### config.mk
export PLATFORM = sky130hd
export DESIGN_NAME = pulse_meter_rate_total_flat
export DESIGN_NICKNAME = d
export VERILOG_FILES = /design/src/hdl/pm_pkg.sv /design/src/hdl/pm_if.sv /design/src/hdl/pulse_meter_rate_total.sv /design/src/hdl/pm_cfg_regs.sv /design/src/hdl/pm_div.sv /design/src/flat_wrapper.sv
export SDC_FILE = /design/constraint.sdc
export NUM_CORES = 2
export LEC_CHECK = 0
export BUFFER_PORTS_ARGS = -buffer_cell sky130_fd_sc_hd__buf_4
export CAP_MARGIN = 20
export CORE_ASPECT_RATIO = 1.4
export CORE_UTILIZATION = 63
export DETAILED_ROUTE_END_ITERATION = 10
export GPL_ROUTABILITY_DRIVEN = 0
export HOLD_SLACK_MARGIN = 0.12
export PLACE_DENSITY = 0.82
export RECOVER_POWER = 50
export SETUP_SLACK_MARGIN = 0.4
export SYNTH_ARGS = -nofsm -noshare
export SYNTH_HDL_FRONTEND = slang
export SYNTH_SLANG_ARGS = --single-unit
### constraint.sdc
create_clock -name clk -period 12.15 [get_ports clk]
set_input_delay 2.43 -clock clk [delete_from_list [all_inputs] [get_ports clk]]
set_output_delay 2.43 -clock clk [all_outputs]
set_load 0.02 [all_outputs]
### src/hdl/pm_pkg.sv
`default_nettype none
package pm_pkg;

  // Defaults of the top-level parameters.
  localparam int COUNT_WIDTH_DEF = 32;
  localparam int FRAC_BITS_DEF   = 16;

  // Field widths.
  localparam int IVL_W      = 32;
  localparam int PPU_W      = 16;
  localparam int DEN_W      = IVL_W + PPU_W;
  localparam int RATE_W     = 58;
  localparam int TOTAL_W    = 64;
  localparam int INIT_W     = 48;
  localparam int DEB_W      = 20;
  localparam int TOF_W      = 8;
  localparam int CFG_IDX_W  = 3;
  localparam int CFG_DATA_W = 48;

  // Rate constants: 3.6e12 for power in W, 1e6 for flow.
  localparam int K_W = 42;
  localparam logic [K_W-1:0] K_WATT  = K_W'(64'd3600000000000);
  localparam logic [K_W-1:0] K_WATER = K_W'(64'd1000000);

  // Divider step counter width, enough for the widest quotient.
  localparam int STEP_W = 7;

  // Register reset values.
  localparam logic [PPU_W-1:0] PPU_RST = PPU_W'(1000);
  localparam logic [DEB_W-1:0] DEB_RST = DEB_W'(200000);
  localparam logic [TOF_W-1:0] TOF_RST = TOF_W'(100);

  typedef enum logic [CFG_IDX_W-1:0] {
    CFG_TRIGGER_EDGE    = 3'd0,
    CFG_PULSES_PER_UNIT = 3'd1,
    CFG_METER_KIND      = 3'd2,
    CFG_INITIAL_TOTAL   = 3'd3,
    CFG_DEBOUNCE_US     = 3'd4,
    CFG_ZERO_TIMEOUT    = 3'd5
  } cfg_idx_t;

  localparam logic OP_EDGE = 1'b0;
  localparam logic OP_TICK = 1'b1;

  localparam logic KIND_WATT  = 1'b0;
  localparam logic KIND_WATER = 1'b1;

  typedef struct packed {
    logic              trigger_edge;
    logic [PPU_W-1:0]  pulses_per_unit;
    logic              meter_kind;
    logic [INIT_W-1:0] initial_total;
    logic [DEB_W-1:0]  debounce_us;
    logic [TOF_W-1:0]  zero_timeout_factor;
  } cfg_t;

  typedef struct packed {
    logic              start;
    logic [STEP_W-1:0] steps;
  } div_ctl_t;

endpackage
`default_nettype wire

### src/hdl/pm_if.sv
`default_nettype none
interface pm_in_if import pm_pkg::*; ();
  logic             valid;
  logic             ready;
  logic             op;
  logic             edge_req;
  logic [IVL_W-1:0] interval_us;

  modport source (output valid, op, edge_req, interval_us, input ready);
  modport sink   (input valid, op, edge_req, interval_us, output ready);
endinterface

interface pm_out_if import pm_pkg::*; ();
  logic               valid;
  logic               ready;
  logic               accepted;
  logic [RATE_W-1:0]  rate_value;
  logic               rate_unknown;
  logic [TOTAL_W-1:0] total_value;
  logic [IVL_W-1:0]   pulse_count;

  modport source (output valid, accepted, rate_value, rate_unknown, total_value,
                  pulse_count, input ready);
  modport sink   (input valid, accepted, rate_value, rate_unknown, total_value,
                  pulse_count, output ready);
endinterface

interface pm_cfg_if import pm_pkg::*; ();
  logic                  valid;
  logic                  ready;
  logic [CFG_IDX_W-1:0]  index;
  logic [CFG_DATA_W-1:0] data;

  modport source (output valid, index, data, input ready);
  modport sink   (input valid, index, data, output ready);
endinterface
`default_nettype wire

### src/hdl/pulse_meter_rate_total.sv
// Channel  Dir  Handshake      Word
// in_ch    in   valid/ready    op, edge_req, interval_us
// out_ch   out  valid/ready    accepted, rate_value, rate_unknown, total_value,
//                              pulse_count
// cfg_ch   in   valid/ready    index, data (always ready)
//
// One item at a time; in_ch.ready is high only while the sequencer is idle.
// A counted pulse passes through the bit-serial divider for the total, and
// first for the rate unless its interval is zero. A tick goes through the
// divider only when it recomputes the rate; an edge that is not counted goes
// straight to the output register.
// The result sits in an output register, so in_ch can take the next word
// while out_ch is stalled; the sequencer then waits before the hand-over.
// rst_n is synchronous and clears the counters, rate, total and handshakes.
`default_nettype none
module pulse_meter_rate_total import pm_pkg::*; #(
  parameter int COUNT_WIDTH = COUNT_WIDTH_DEF,
  parameter int FRAC_BITS   = FRAC_BITS_DEF
) (
  input  wire logic clk,
  input  wire logic rst_n,
  pm_in_if.sink     in_ch,
  pm_out_if.source  out_ch,
  pm_cfg_if.sink    cfg_ch
);

  localparam int DW_RATE = K_W + FRAC_BITS;
  localparam int DW_TOT  = COUNT_WIDTH + FRAC_BITS;
  localparam int DW_MAX  = (DW_RATE > DW_TOT) ? DW_RATE : DW_TOT;
  localparam int DIV_W   = (DW_MAX > TOTAL_W) ? DW_MAX : TOTAL_W + 1;
  localparam int CW_EXT  = COUNT_WIDTH + IVL_W;

  typedef enum logic [9:0] {
    S_IDLE  = 10'b0000000001,
    S_EVAL  = 10'b0000000010,
    S_MULT  = 10'b0000000100,
    S_CMP   = 10'b0000001000,
    S_MULR  = 10'b0000010000,
    S_RGO   = 10'b0000100000,
    S_RWAIT = 10'b0001000000,
    S_TGO   = 10'b0010000000,
    S_TWAIT = 10'b0100000000,
    S_OUT   = 10'b1000000000
  } state_t;

  cfg_t cfg;

  state_t state_r, state_nxt;
  logic                   op_r, op_nxt;
  logic                   edge_r, edge_nxt;
  logic [IVL_W-1:0]       ivl_r, ivl_nxt;
  logic                   acc_r, acc_nxt;
  logic [COUNT_WIDTH-1:0] count_r, count_nxt;
  logic [IVL_W-1:0]       last_r, last_nxt;
  logic [RATE_W-1:0]      rate_r, rate_nxt;
  logic                   unk_r, unk_nxt;
  logic [TOTAL_W-1:0]     total_r, total_nxt;
  logic [DEN_W-1:0]       prod_r, prod_nxt;

  logic                   oval_r, oval_nxt;
  logic                   oacc_r, oacc_nxt;
  logic [RATE_W-1:0]      orate_r, orate_nxt;
  logic                   ounk_r, ounk_nxt;
  logic [TOTAL_W-1:0]     otot_r, otot_nxt;
  logic [IVL_W-1:0]       ocnt_r, ocnt_nxt;

  logic [PPU_W-1:0]       ppu_eff;
  logic [IVL_W-1:0]       mul_a;
  logic [PPU_W-1:0]       mul_b;
  logic [DEN_W-1:0]       mul_p;
  logic [K_W-1:0]         k_sel;
  div_ctl_t               div_ctl;
  logic [DIV_W-1:0]       div_num;
  logic [DEN_W-1:0]       div_den;
  logic                   div_done;
  logic [DIV_W-1:0]       div_quot;
  logic [RATE_W-1:0]      rate_q;
  logic [TOTAL_W-1:0]     tot_q;
  logic [TOTAL_W:0]       tot_sum;
  logic [CW_EXT-1:0]      cnt_wide;
  logic                   counted;

  pm_cfg_regs u_cfg (
    .clk    (clk),
    .rst_n  (rst_n),
    .cfg_ch (cfg_ch),
    .cfg    (cfg)
  );

  assign ppu_eff = (cfg.pulses_per_unit == '0) ? PPU_W'(1) : cfg.pulses_per_unit;
  assign k_sel   = (cfg.meter_kind == KIND_WATER) ? K_WATER : K_WATT;

  // The one multiplier serves both the timeout bound and the rate divisor.
  assign mul_a = (state_r == S_MULT) ? last_r : ivl_r;
  assign mul_b = (state_r == S_MULT) ? PPU_W'(cfg.zero_timeout_factor) : ppu_eff;
  assign mul_p = DEN_W'(mul_a) * DEN_W'(mul_b);

  assign div_ctl.start = (state_r == S_RGO) || (state_r == S_TGO);
  assign div_ctl.steps = (state_r == S_RGO) ? STEP_W'(DW_RATE) : STEP_W'(DW_TOT);
  assign div_num = (state_r == S_RGO) ? {k_sel, {(DIV_W-K_W){1'b0}}}
                                      : {count_r, {(DIV_W-COUNT_WIDTH){1'b0}}};
  assign div_den = (state_r == S_RGO) ? prod_r : DEN_W'(ppu_eff);

  pm_div #(
    .DIV_W   (DIV_W),
    .DEN_W_P (DEN_W)
  ) u_div (
    .clk   (clk),
    .rst_n (rst_n),
    .ctl   (div_ctl),
    .num   (div_num),
    .den   (div_den),
    .done  (div_done),
    .quot  (div_quot)
  );

  assign rate_q  = (|div_quot[DIV_W-1:RATE_W]) ? '1 : div_quot[RATE_W-1:0];
  assign tot_q   = (|div_quot[DIV_W-1:TOTAL_W]) ? '1 : div_quot[TOTAL_W-1:0];
  assign tot_sum = {1'b0, tot_q} + (TOTAL_W+1)'(cfg.initial_total);

  assign cnt_wide = CW_EXT'(count_r);
  assign counted  = (edge_r == cfg.trigger_edge) &&
                    !((count_r != '0) && (ivl_r < IVL_W'(cfg.debounce_us)));

  always_comb begin
    state_nxt = state_r;
    op_nxt    = op_r;
    edge_nxt  = edge_r;
    ivl_nxt   = ivl_r;
    acc_nxt   = acc_r;
    count_nxt = count_r;
    last_nxt  = last_r;
    rate_nxt  = rate_r;
    unk_nxt   = unk_r;
    total_nxt = total_r;
    prod_nxt  = prod_r;
    oval_nxt  = oval_r && !out_ch.ready;
    oacc_nxt  = oacc_r;
    orate_nxt = orate_r;
    ounk_nxt  = ounk_r;
    otot_nxt  = otot_r;
    ocnt_nxt  = ocnt_r;

    unique case (state_r)
      S_IDLE: begin
        if (in_ch.valid) begin
          op_nxt    = in_ch.op;
          edge_nxt  = in_ch.edge_req;
          ivl_nxt   = in_ch.interval_us;
          state_nxt = S_EVAL;
        end
      end
      S_EVAL: begin
        acc_nxt = 1'b0;
        if (op_r == OP_TICK) begin
          state_nxt = S_MULT;
        end else if (counted) begin
          acc_nxt  = 1'b1;
          last_nxt = ivl_r;
          if (!(&count_r)) begin
            count_nxt = count_r + COUNT_WIDTH'(1);
          end
          if (ivl_r == '0) begin
            rate_nxt  = '0;
            unk_nxt   = 1'b1;
            state_nxt = S_TGO;
          end else begin
            state_nxt = S_MULR;
          end
        end else begin
          state_nxt = S_OUT;
        end
      end
      S_MULT: begin
        prod_nxt  = mul_p;
        state_nxt = S_CMP;
      end
      S_CMP: begin
        if (DEN_W'(ivl_r) > prod_r) begin
          rate_nxt  = '0;
          unk_nxt   = 1'b0;
          state_nxt = S_OUT;
        end else if (ivl_r > last_r) begin
          state_nxt = S_MULR;
        end else begin
          state_nxt = S_OUT;
        end
      end
      S_MULR: begin
        prod_nxt  = mul_p;
        state_nxt = S_RGO;
      end
      S_RGO: begin
        state_nxt = S_RWAIT;
      end
      S_RWAIT: begin
        if (div_done) begin
          rate_nxt  = rate_q;
          unk_nxt   = 1'b0;
          state_nxt = acc_r ? S_TGO : S_OUT;
        end
      end
      S_TGO: begin
        state_nxt = S_TWAIT;
      end
      S_TWAIT: begin
        if (div_done) begin
          total_nxt = tot_sum[TOTAL_W] ? '1 : tot_sum[TOTAL_W-1:0];
          state_nxt = S_OUT;
        end
      end
      S_OUT: begin
        // Hand the word over once the output register is free.
        if (!oval_r || out_ch.ready) begin
          oval_nxt  = 1'b1;
          oacc_nxt  = acc_r;
          orate_nxt = rate_r;
          ounk_nxt  = unk_r;
          otot_nxt  = total_r;
          ocnt_nxt  = cnt_wide[IVL_W-1:0];
          state_nxt = S_IDLE;
        end
      end
      default: begin
        state_nxt = S_IDLE;
      end
    endcase
  end

  always_ff @(posedge clk) begin
    if (!rst_n) begin
      state_r <= S_IDLE;
      oval_r  <= 1'b0;
      count_r <= '0;
      last_r  <= '0;
      rate_r  <= '0;
      unk_r   <= 1'b0;
      total_r <= '0;
    end else begin
      state_r <= state_nxt;
      oval_r  <= oval_nxt;
      count_r <= count_nxt;
      last_r  <= last_nxt;
      rate_r  <= rate_nxt;
      unk_r   <= unk_nxt;
      total_r <= total_nxt;
    end
  end

  always_ff @(posedge clk) begin
    op_r    <= op_nxt;
    edge_r  <= edge_nxt;
    ivl_r   <= ivl_nxt;
    acc_r   <= acc_nxt;
    prod_r  <= prod_nxt;
    oacc_r  <= oacc_nxt;
    orate_r <= orate_nxt;
    ounk_r  <= ounk_nxt;
    otot_r  <= otot_nxt;
    ocnt_r  <= ocnt_nxt;
  end

  assign in_ch.ready         = (state_r == S_IDLE);
  assign out_ch.valid        = oval_r;
  assign out_ch.accepted     = oacc_r;
  assign out_ch.rate_value   = orate_r;
  assign out_ch.rate_unknown = ounk_r;
  assign out_ch.total_value  = otot_r;
  assign out_ch.pulse_count  = ocnt_r;

endmodule
`default_nettype wire

### src/hdl/pm_cfg_regs.sv
`default_nettype none
module pm_cfg_regs import pm_pkg::*; (
  input  wire logic clk,
  input  wire logic rst_n,
  pm_cfg_if.sink    cfg_ch,
  output cfg_t      cfg
);

  cfg_t cfg_r;
  cfg_t cfg_nxt;

  assign cfg_ch.ready = 1'b1;
  assign cfg = cfg_r;

  always_comb begin
    cfg_nxt = cfg_r;
    if (cfg_ch.valid) begin
      unique case (cfg_idx_t'(cfg_ch.index))
        CFG_TRIGGER_EDGE:    cfg_nxt.trigger_edge        = cfg_ch.data[0];
        CFG_PULSES_PER_UNIT: cfg_nxt.pulses_per_unit     = cfg_ch.data[PPU_W-1:0];
        CFG_METER_KIND:      cfg_nxt.meter_kind          = cfg_ch.data[0];
        CFG_INITIAL_TOTAL:   cfg_nxt.initial_total       = cfg_ch.data[INIT_W-1:0];
        CFG_DEBOUNCE_US:     cfg_nxt.debounce_us         = cfg_ch.data[DEB_W-1:0];
        CFG_ZERO_TIMEOUT:    cfg_nxt.zero_timeout_factor = cfg_ch.data[TOF_W-1:0];
        default: begin
        end
      endcase
    end
  end

  always_ff @(posedge clk) begin
    if (!rst_n) begin
      cfg_r.trigger_edge        <= 1'b0;
      cfg_r.pulses_per_unit     <= PPU_RST;
      cfg_r.meter_kind          <= KIND_WATT;
      cfg_r.initial_total       <= '0;
      cfg_r.debounce_us         <= DEB_RST;
      cfg_r.zero_timeout_factor <= TOF_RST;
    end else begin
      cfg_r <= cfg_nxt;
    end
  end

endmodule
`default_nettype wire

### src/hdl/pm_div.sv
`default_nettype none
module pm_div import pm_pkg::*; #(
  parameter int DIV_W = TOTAL_W + 1,
  parameter int DEN_W_P = DEN_W
) (
  input  wire logic               clk,
  input  wire logic               rst_n,
  input  wire div_ctl_t           ctl,
  input  wire logic [DIV_W-1:0]   num,
  input  wire logic [DEN_W_P-1:0] den,
  output logic                    done,
  output logic [DIV_W-1:0]        quot
);

  // Restoring division, one quotient bit per cycle. The numerator arrives
  // left-aligned, so the step count sets how many of its bits are used.
  logic [DIV_W-1:0]   num_r, num_nxt;
  logic [DIV_W-1:0]   quot_r, quot_nxt;
  logic [DEN_W_P-1:0] den_r, den_nxt;
  logic [DEN_W_P-1:0] rem_r, rem_nxt;
  logic [STEP_W-1:0]  cnt_r, cnt_nxt;
  logic               busy_r, busy_nxt;
  logic               done_r, done_nxt;
  logic [DEN_W_P:0]   rem_sh;
  logic [DEN_W_P:0]   rem_sub;
  logic               ge;

  assign rem_sh  = {rem_r, num_r[DIV_W-1]};
  assign rem_sub = rem_sh - (DEN_W_P+1)'(den_r);
  assign ge      = rem_sh >= (DEN_W_P+1)'(den_r);

  always_comb begin
    num_nxt  = num_r;
    quot_nxt = quot_r;
    den_nxt  = den_r;
    rem_nxt  = rem_r;
    cnt_nxt  = cnt_r;
    busy_nxt = busy_r;
    done_nxt = 1'b0;
    if (ctl.start) begin
      num_nxt  = num;
      den_nxt  = den;
      quot_nxt = '0;
      rem_nxt  = '0;
      cnt_nxt  = ctl.steps;
      busy_nxt = 1'b1;
    end else if (busy_r) begin
      num_nxt  = {num_r[DIV_W-2:0], 1'b0};
      quot_nxt = {quot_r[DIV_W-2:0], ge};
      rem_nxt  = ge ? rem_sub[DEN_W_P-1:0] : rem_sh[DEN_W_P-1:0];
      cnt_nxt  = cnt_r - STEP_W'(1);
      if (cnt_r == STEP_W'(1)) begin
        busy_nxt = 1'b0;
        done_nxt = 1'b1;
      end
    end
  end

  always_ff @(posedge clk) begin
    if (!rst_n) begin
      busy_r <= 1'b0;
      done_r <= 1'b0;
      cnt_r  <= '0;
    end else begin
      busy_r <= busy_nxt;
      done_r <= done_nxt;
      cnt_r  <= cnt_nxt;
    end
  end

  always_ff @(posedge clk) begin
    num_r  <= num_nxt;
    quot_r <= quot_nxt;
    den_r  <= den_nxt;
    rem_r  <= rem_nxt;
  end

  assign done = done_r;
  assign quot = quot_r;

endmodule
`default_nettype wire

### src/flat_wrapper.sv
// flat-port wrapper written by rule: the top's interface ports become plain ports
module pulse_meter_rate_total_flat import pm_pkg::*;
#(
  parameter int COUNT_WIDTH = COUNT_WIDTH_DEF,
  parameter int FRAC_BITS   = FRAC_BITS_DEF
)
  (clk, rst_n, in_ch_valid, in_ch_op, in_ch_edge_req, in_ch_interval_us, in_ch_ready, out_ch_valid, out_ch_accepted, out_ch_rate_value, out_ch_rate_unknown, out_ch_total_value, out_ch_pulse_count, out_ch_ready, cfg_ch_valid, cfg_ch_index, cfg_ch_data, cfg_ch_ready);
  pm_in_if in_ch_i ();
  pm_out_if out_ch_i ();
  pm_cfg_if cfg_ch_i ();
  input  wire logic clk;
  input  wire logic rst_n;
  input wire logic [$bits(in_ch_i.valid)-1:0] in_ch_valid;
  input wire logic [$bits(in_ch_i.op)-1:0] in_ch_op;
  input wire logic [$bits(in_ch_i.edge_req)-1:0] in_ch_edge_req;
  input wire logic [$bits(in_ch_i.interval_us)-1:0] in_ch_interval_us;
  output wire logic [$bits(in_ch_i.ready)-1:0] in_ch_ready;
  output wire logic [$bits(out_ch_i.valid)-1:0] out_ch_valid;
  output wire logic [$bits(out_ch_i.accepted)-1:0] out_ch_accepted;
  output wire logic [$bits(out_ch_i.rate_value)-1:0] out_ch_rate_value;
  output wire logic [$bits(out_ch_i.rate_unknown)-1:0] out_ch_rate_unknown;
  output wire logic [$bits(out_ch_i.total_value)-1:0] out_ch_total_value;
  output wire logic [$bits(out_ch_i.pulse_count)-1:0] out_ch_pulse_count;
  input wire logic [$bits(out_ch_i.ready)-1:0] out_ch_ready;
  input wire logic [$bits(cfg_ch_i.valid)-1:0] cfg_ch_valid;
  input wire logic [$bits(cfg_ch_i.index)-1:0] cfg_ch_index;
  input wire logic [$bits(cfg_ch_i.data)-1:0] cfg_ch_data;
  output wire logic [$bits(cfg_ch_i.ready)-1:0] cfg_ch_ready;
  assign in_ch_i.valid = in_ch_valid;
  assign in_ch_i.op = in_ch_op;
  assign in_ch_i.edge_req = in_ch_edge_req;
  assign in_ch_i.interval_us = in_ch_interval_us;
  assign in_ch_ready = in_ch_i.ready;
  assign out_ch_valid = out_ch_i.valid;
  assign out_ch_accepted = out_ch_i.accepted;
  assign out_ch_rate_value = out_ch_i.rate_value;
  assign out_ch_rate_unknown = out_ch_i.rate_unknown;
  assign out_ch_total_value = out_ch_i.total_value;
  assign out_ch_pulse_count = out_ch_i.pulse_count;
  assign out_ch_i.ready = out_ch_ready;
  assign cfg_ch_i.valid = cfg_ch_valid;
  assign cfg_ch_i.index = cfg_ch_index;
  assign cfg_ch_i.data = cfg_ch_data;
  assign cfg_ch_ready = cfg_ch_i.ready;
  pulse_meter_rate_total #(.COUNT_WIDTH(COUNT_WIDTH), .FRAC_BITS(FRAC_BITS)) u_core (.clk(clk), .rst_n(rst_n), .in_ch(in_ch_i), .out_ch(out_ch_i), .cfg_ch(cfg_ch_i));
endmodule
; Word level (Yosys, flattened, before mapping)
; Cells that the tools add are included.
[totals]
mem_bits_ro = 0
mem_count = 0
reg_bits = 766
output_inout_bits = 159
wordCells = 145
latchBits = 0
ram_bits = 0
in_bits = 90
[classes]
reduce_logical = 31
n_mul = 1
div_mod_pow = 0
muxes = 45
n_shift = 0
n_bitwise = 4
eq_ne = 25
n_addsub = 4
magnitude_cmp = 4
[op_table]
columns = operator, count
row1 = 58-bit two-way mux, 6
row2 = 65-bit two-way mux, 3
row3 = 58-bit one-hot mux with 3 select lines, 1
row4 = 64-bit two-way mux, 2
row5 = 10-bit one-hot mux with 10 select lines, 1
row6 = 10-bit two-way mux, 9
row7 = 64-bit by 48-bit adder with 65-bit output, 1
row8 = 49-bit by 48-bit >= comparator with 1-bit output, 1
row9 = 32-bit by 48-bit greater-than comparator with 1-bit output, 1
row10 = 32-bit by 16-bit multiplier with 48-bit output, 1
row11 = 16-bit two-way mux, 3
row12 = 48-bit two-way mux, 1
row13 = 48-bit subtractor, 1
row14 = 42-bit two-way mux, 1
row15 = 32-bit by 1-bit adder with 32-bit output (second input constant), 1
row16 = 32-bit greater-than comparator, 1
row17 = 32-bit logical NOT, 1
row18 = 32-bit by 20-bit less-than comparator with 1-bit output, 1
row19 = 32-bit two-way mux, 1
row20 = 32-bit AND reduction, 1
row21 = 32-bit nonzero test, 1
row22 = 2-bit AND reduction, 9
row23 = 16-bit logical NOT, 1
row24 = 7-bit two-way mux, 2
row25 = 35 further kinds, 63

; Depth between registers and ports, before layout
[depth]
ltp_word = 7
ltp_mapped = 35
ltp_nobuf = 29

; By module
; Synthesis repeated with hierarchy kept, for this count alone.
[hier_totals]
hier_cells = 5582
area_unflattened_um2 = 53445.0
[by_module_without_submodules]
columns = module, area_per_inst_um2, cells_each, instances
row1 = pulse_meter_rate_total, 37666.1, 4057, 1
row2 = pm_div, 12062.8, 1144, 1
row3 = pm_cfg_regs, 3716.1, 381, 1

; Least setup slack after synthesis
; Ideal clock, no wire load.
[synth_path]
path_kind = in2reg
from = in out_ch_ready
to = reg u_core.oacc_r (netlist: u_core.out_ch.accepted), enable pin
arrival_ps = 9424
setup_time_ps = 691
required_time_ps = 11459
slack_ps = 2035
cell_stages = 2
n_path_buf = 0
cell_sequence = nand2b_1 -> nor2b_1
[synth_between]
elab_chain_cells = 2
[synth_lines]
columns = item, line_no
row1 = "start, declared", flat_wrapper.sv:24  ; input wire logic [$bits(out_ch_i.ready)-1:0] out_ch_ready;
row2 = 1-bit logical OR, pulse_meter_rate_total.sv:214  ; if (!oval_r || out_ch.ready) begin
row3 = 2-bit AND reduction (no line), --
row4 = "end signal, assigned", pulse_meter_rate_total.sv:256  ; oacc_r <= oacc_nxt;
row5 = "end, declared", pulse_meter_rate_total.sv:61  ; logic oacc_r, oacc_nxt;
; Every way passes these cells.
; A chain may end at the register's enable or synchronous reset.

; Worst setup path in the final report
[layout_path]
from = reg u_core.state_r[6]
to = reg u_core.prod_r[47], data pin
[layout_between]
elab_chain_cells = 3
word_cells_on_any_way = 4
classes_between = mul: 1 / eq/ne: 1 / mux: 2
[layout_lines]
columns = item, line_no
row1 = "start, declared", pulse_meter_rate_total.sv:48  ; state_t state_r, state_nxt;
row2 = "start signal, assigned", pulse_meter_rate_total.sv:240  ; state_r <= state_nxt;
row3 = 10-bit by 3-bit == test with 1-bit output *, "pulse_meter_rate_total.sv:94, pulse_meter_rate_total.sv:95"
row4 = 32-bit two-way mux or 16-bit two-way mux (tied branches), "pulse_meter_rate_total.sv:94, pulse_meter_rate_total.sv:95"
row5 = 32-bit by 16-bit multiplier with 48-bit output *, pulse_meter_rate_total.sv:96  ; assign mul_p = DEN_W'(mul_a) * DEN_W'(mul_b);
row6 = via u_core.mul_p[47], pulse_meter_rate_total.sv:70  ; logic [DEN_W-1:0] mul_p;
row7 = "end signal, assigned", pulse_meter_rate_total.sv:255  ; prod_r <= prod_nxt;
row8 = "end, declared", pulse_meter_rate_total.sv:58  ; logic [DEN_W-1:0] prod_r, prod_nxt;
; The timed path passes the listed nets; every way through them passes the cells marked *.

==> results list <==
* Internal power component: 7470 µW
- Hold repair after CTS inserted 0 buffers.
- H-tree level count: 3
- For this run, the detailed router's first-pass iteration total came to 8.
* Overall fraction of global-route tracks in use: 34.3%
- The synthesized design devotes to its leading area cell type between 10% and 20% of total area.
* Smallest setup slack after layout: about 2.8 ns
* Fraction of power spent switching nets: 47.0%
- For the pin with the worst max-slew slack, the measured transition is 8.25 ns.
* Aggregate negative setup slack: 0 ns
- The routed layout has 41716 vias.
- Cells fill a little over two thirds of the core in the end.
- Number of rows created at floorplan: around 120
- Chip Width: 244 µm
- The tool flagged a number of max-cap violations equal to 9.
* Count of flip-flops with a built-in enable after synthesis: 323
* Clk sink count: 737
* Maximum number of pins on one net before global-route repair: 211
* Total Die Area: 83000 µm²
- Overall overflow remaining after global route: 0
- In this run, post-CTS repair resized a total of 0 instances.
- At the worst endpoint, the arrival time is 9.73 ns.
- The worst setup path is launched from a flip-flop.
- The first global-routing pass estimated 223 mm of wire.
- Synth cell types: 96
- After the first detailed-routing iteration, the DRC count stood at around 3600.
- For this run, asynchronously set or reset flops after synthesis account for 0%.
- Clock tree synthesis inserted a total of 73 buffers.
* Number of ports placed on the die boundary: 249
- Hold Fails Final Rpt: 0
- The worst setup path is of the reg2reg kind.
* Remaining DRCs: 0
- The analysis attributes to cell leakage a power of roughly 0.025 µW.
* Net switching power figure: approximately 6600 µW
* Clock group share of total power: 16.8%
- Setup repair after global routing left no endpoint under its margin.
- Cell area after synthesis: 51600 µm²
- Data on the critical path is required at its endpoint by 12.52 ns.
- CTS clock-pin slew for the worst setup and hold paths: 0.06 ns
- Outcome: finished, violations left
* Clock latency of the later-clocked register in the worst-skew pair: 0.64 ns
- In the post-synthesis netlist, the biggest area contributors are sky130_fd_sc_hd__edfxtp_1, sky130_fd_sc_hd__fa_1, sky130_fd_sc_hd__dfxtp_1.
- In this run the worst hold path is classified as reg2reg.
* Final Cycle Share: 77.0%
* Count leader, synth: sky130_fd_sc_hd__nand2_1
- After detailed routing, the number of vias per cell comes to 6.16.
- Cell type with the largest total area after synthesis: sky130_fd_sc_hd__edfxtp_1
- Final Max Slew Viols: 613
* Register area share after synthesis: 34.9%
- Fraction of final layout cells sized beyond drive strength 1: a little under 9%
* CTS tree: done
* Port Buffer Count: 247
- Synthesized Nets: approximately 6400
- Share of total power in sequential cells: 22.0%
- CTS placed an instance of sky130_fd_sc_hd__clkbuf_16 at the clock tree root.
* Max Freq: 107 MHz
- The setup check on the worst reg-to-reg path leaves a slack of 2.79 ns.
- The number of antenna violations at the first check in global routing came to 9.
- For this run, the post-layout net count is 6457.
- Worst-case vdd ir drop: 638 µV
* Overall power of the completed layout: 14100 µW
- Power density over cell area: around 250 nW/µm²
* Worst slew slack as a fraction of its limit: -450%
- For this configuration, the core starts out at a cell density of 64.0%.
* Count of fill cells added during filler insertion: 6004
* Wirelength, routed: roughly 140 mm
- After routing the design area is about 56000 µm².
- Dominant synthesized flop cell: sky130_fd_sc_hd__dfxtp_1
- The cell count after synthesis came out at 5583.
* Maximum clock path buffer count: 3
- The detail route stage leaves a number of antenna-violating nets equal to 0.
- Post-Syn Area per Cell: 9.24 µm²
* Floorplan Core Area: 80600 µm²
- Counting flops and latches in the post-synthesis netlist gives 737.
- Combinational Power Share: around three fifths
- STA classifies the critical path endpoint as a flip-flop.
- Before CTS, the worst setup slack after placement is between 2 and 3 ns.
* Violations in the final reports: capacitance limit, slew limit
- After legalization and detailed placement, the total HPWL measured 105 mm.
- Number of setup buffers added after CTS: 0
- Summing all placed instances gives a cell area of 53900 µm².
* Routed WL per cell: 21.1 µm
- Count of yosys warnings during synthesis: 0
- Crit-path max FO: 210
- From synthesis to final layout, the design area changed by 9.43%.
- Clock skew on the completed layout was measured at 0.0456 ns.
- Final Critical Period: 9.36 ns
- Setup violations remaining at the end of the flow were counted as 0.
* Vias in the first global route: 41772
* List of most frequent post-synthesis cells: sky130_fd_sc_hd__nand2_1, sky130_fd_sc_hd__nor2_1, sky130_fd_sc_hd__inv_1, sky130_fd_sc_hd__fa_1, sky130_fd_sc_hd__dfxtp_1
- From bottom edge to top edge, the die measures 341 µm.
## metrics by stage
stage                     cells  hold WS (ns)
after floorplan            5583         0.403
after global placement     6630         0.407
after detailed placement   6630         0.410
after CTS                  6765         0.417
after global routing       6771         0.430
final                      6772         0.415
## registers in the layout, summed over array words and instances (netlist names), 32 cells and up
name and count:
u_core.count_r 32, u_core.ivl_r 32, u_core.last_r 32, u_core.out_ch.pulse_count 32, u_core.out_ch.rate_value 58, u_core.out_ch.total_value 64, u_core.prod_r 48, u_core.rate_r 58
u_core.total_r 64, u_core.u_cfg.cfg 94, u_core.u_div.den_r 48, u_core.u_div.num_r 36, u_core.u_div.quot 65, u_core.u_div.rem_r 48
## cell families (layout without fill, tap and decap cells)
| logic type | after synthesis | count (layout) | share of synthesized area, % |
|---|---|---|---|
| buffers and inverters | 921 | 1042 | 6.94 |
| other | 1 | 7 | 0.00727 |
| multiplexers | 189 | 189 | 3.69 |
| AND/OR/NAND/NOR | 1882 | 1882 | 16.3 |
| adder cells (fa/ha/maj) | 723 | 723 | 23.7 |
| XOR/XNOR | 153 | 153 | 2.60 |
| AO/OA/AOI/OAI | 977 | 977 | 11.9 |
| flip-flops | 737 | 737 | 34.9 |
## power groups by stage
stage          combinational [µW]  clock [µW]  sequential (µW)
4_1_cts                      8500        2390             3100
3_5_place_dp                 8460           0             3150
5_1_grt                      9340        2490             3110
6_report                     8630        2370             3110
2_1_floorplan                5810           0             3080
3_3_place_gp                 8190           0             3150
## final timing paths
kind                             endpoint  cells after the start               from
max                     u_core.prod_r[47]                     26  u_core.state_r[6]
min          u_core.out_ch.rate_value[23]                      0  u_core.rate_r[23]
max reg2reg             u_core.prod_r[47]                     26  u_core.state_r[6]
min reg2reg  u_core.out_ch.rate_value[23]                      0  u_core.rate_r[23]
## placed cells by master, fill, tap and decap left out, types with 25 or more instances in the layout
cell	instances
sky130_fd_sc_hd__nand3_1	107
sky130_fd_sc_hd__mux2i_1	180
sky130_fd_sc_hd__ha_1	303
sky130_fd_sc_hd__nor4_1	41
sky130_fd_sc_hd__xnor2_1	98
sky130_fd_sc_hd__a211oi_1	43
sky130_fd_sc_hd__clkbuf_4	34
sky130_fd_sc_hd__a31oi_1	44
sky130_fd_sc_hd__nor3_1	44
sky130_fd_sc_hd__dfxtp_1	412
sky130_fd_sc_hd__and2_1	33
sky130_fd_sc_hd__o21ai_0	201
sky130_fd_sc_hd__inv_1	607
sky130_fd_sc_hd__xor2_1	55
sky130_fd_sc_hd__nor2_1	646
sky130_fd_sc_hd__o21bai_1	25
sky130_fd_sc_hd__nand2_1	665
sky130_fd_sc_hd__nor2b_1	27
sky130_fd_sc_hd__or2_2	53
sky130_fd_sc_hd__buf_4	253
sky130_fd_sc_hd__edfxtp_1	323
sky130_fd_sc_hd__o21a_1	29
sky130_fd_sc_hd__a21oi_1	365
sky130_fd_sc_hd__fa_1	420
sky130_fd_sc_hd__clkbuf_16	79
sky130_fd_sc_hd__nand4_1	49
sky130_fd_sc_hd__and3_1	108
sky130_fd_sc_hd__o211ai_1	26
sky130_fd_sc_hd__a21o_1	110
## routing by layer
layer,vias to the layer above,wire length [µm],track usage [%],share of wire [%]
li1,18786,-,-,-
met1,20192,49400,39.0,35
met2,2067,70100,58.6,49
met5,-,38,0,0.027
met3,665,12100,6.03,8.5
met4,6,11100,23.7,7.8
## area by class of cell
| cell class | instances | area, µm² | share of cell area (%) |
|---|---|---|---|
| inverter | 608 | 2280 | 4.05 |
| tap | 1062 | 1330 | 2.35 |
| clock inverter | 38 | 414 | 0.734 |
| sequential | 737 | 18000 | 31.9 |
| antenna | 6 | 15.0 | 0.0266 |
| clock buffer | 97 | 2110 | 3.75 |
| multi-input combinational | 3925 | 30100 | 53.3 |
| timing repair buffer | 299 | 2230 | 3.95 |
## critical path, cell delays in order, from the launching register on
cell                       delay (ns)
sky130_fd_sc_hd__dfxtp_1         0.45
sky130_fd_sc_hd__nor2_1          0.16
sky130_fd_sc_hd__and3_1          0.29
sky130_fd_sc_hd__nand4b_1        0.18
sky130_fd_sc_hd__buf_12          0.49
sky130_fd_sc_hd__nor2_1          0.13
sky130_fd_sc_hd__a21oi_1         0.67
sky130_fd_sc_hd__nor2_1          0.17
sky130_fd_sc_hd__fa_1            0.54
sky130_fd_sc_hd__fa_1            0.53
sky130_fd_sc_hd__fa_1            0.56
sky130_fd_sc_hd__fa_1            0.55
sky130_fd_sc_hd__fa_1            0.55
sky130_fd_sc_hd__inv_1           0.05
sky130_fd_sc_hd__fa_1            0.54
sky130_fd_sc_hd__inv_1           0.04
sky130_fd_sc_hd__ha_1            0.38
sky130_fd_sc_hd__a21oi_1         0.17
sky130_fd_sc_hd__o21ai_0         0.15
sky130_fd_sc_hd__a32oi_1         0.32
sky130_fd_sc_hd__nand2_1         0.23
sky130_fd_sc_hd__o41ai_2         0.58
sky130_fd_sc_hd__o31ai_1         0.19
sky130_fd_sc_hd__or4_1           0.45
sky130_fd_sc_hd__a31o_2          0.25
sky130_fd_sc_hd__a21oi_1         0.16
sky130_fd_sc_hd__xnor2_1         0.07
No activity file was read; power rests on OpenSTA's default activity.
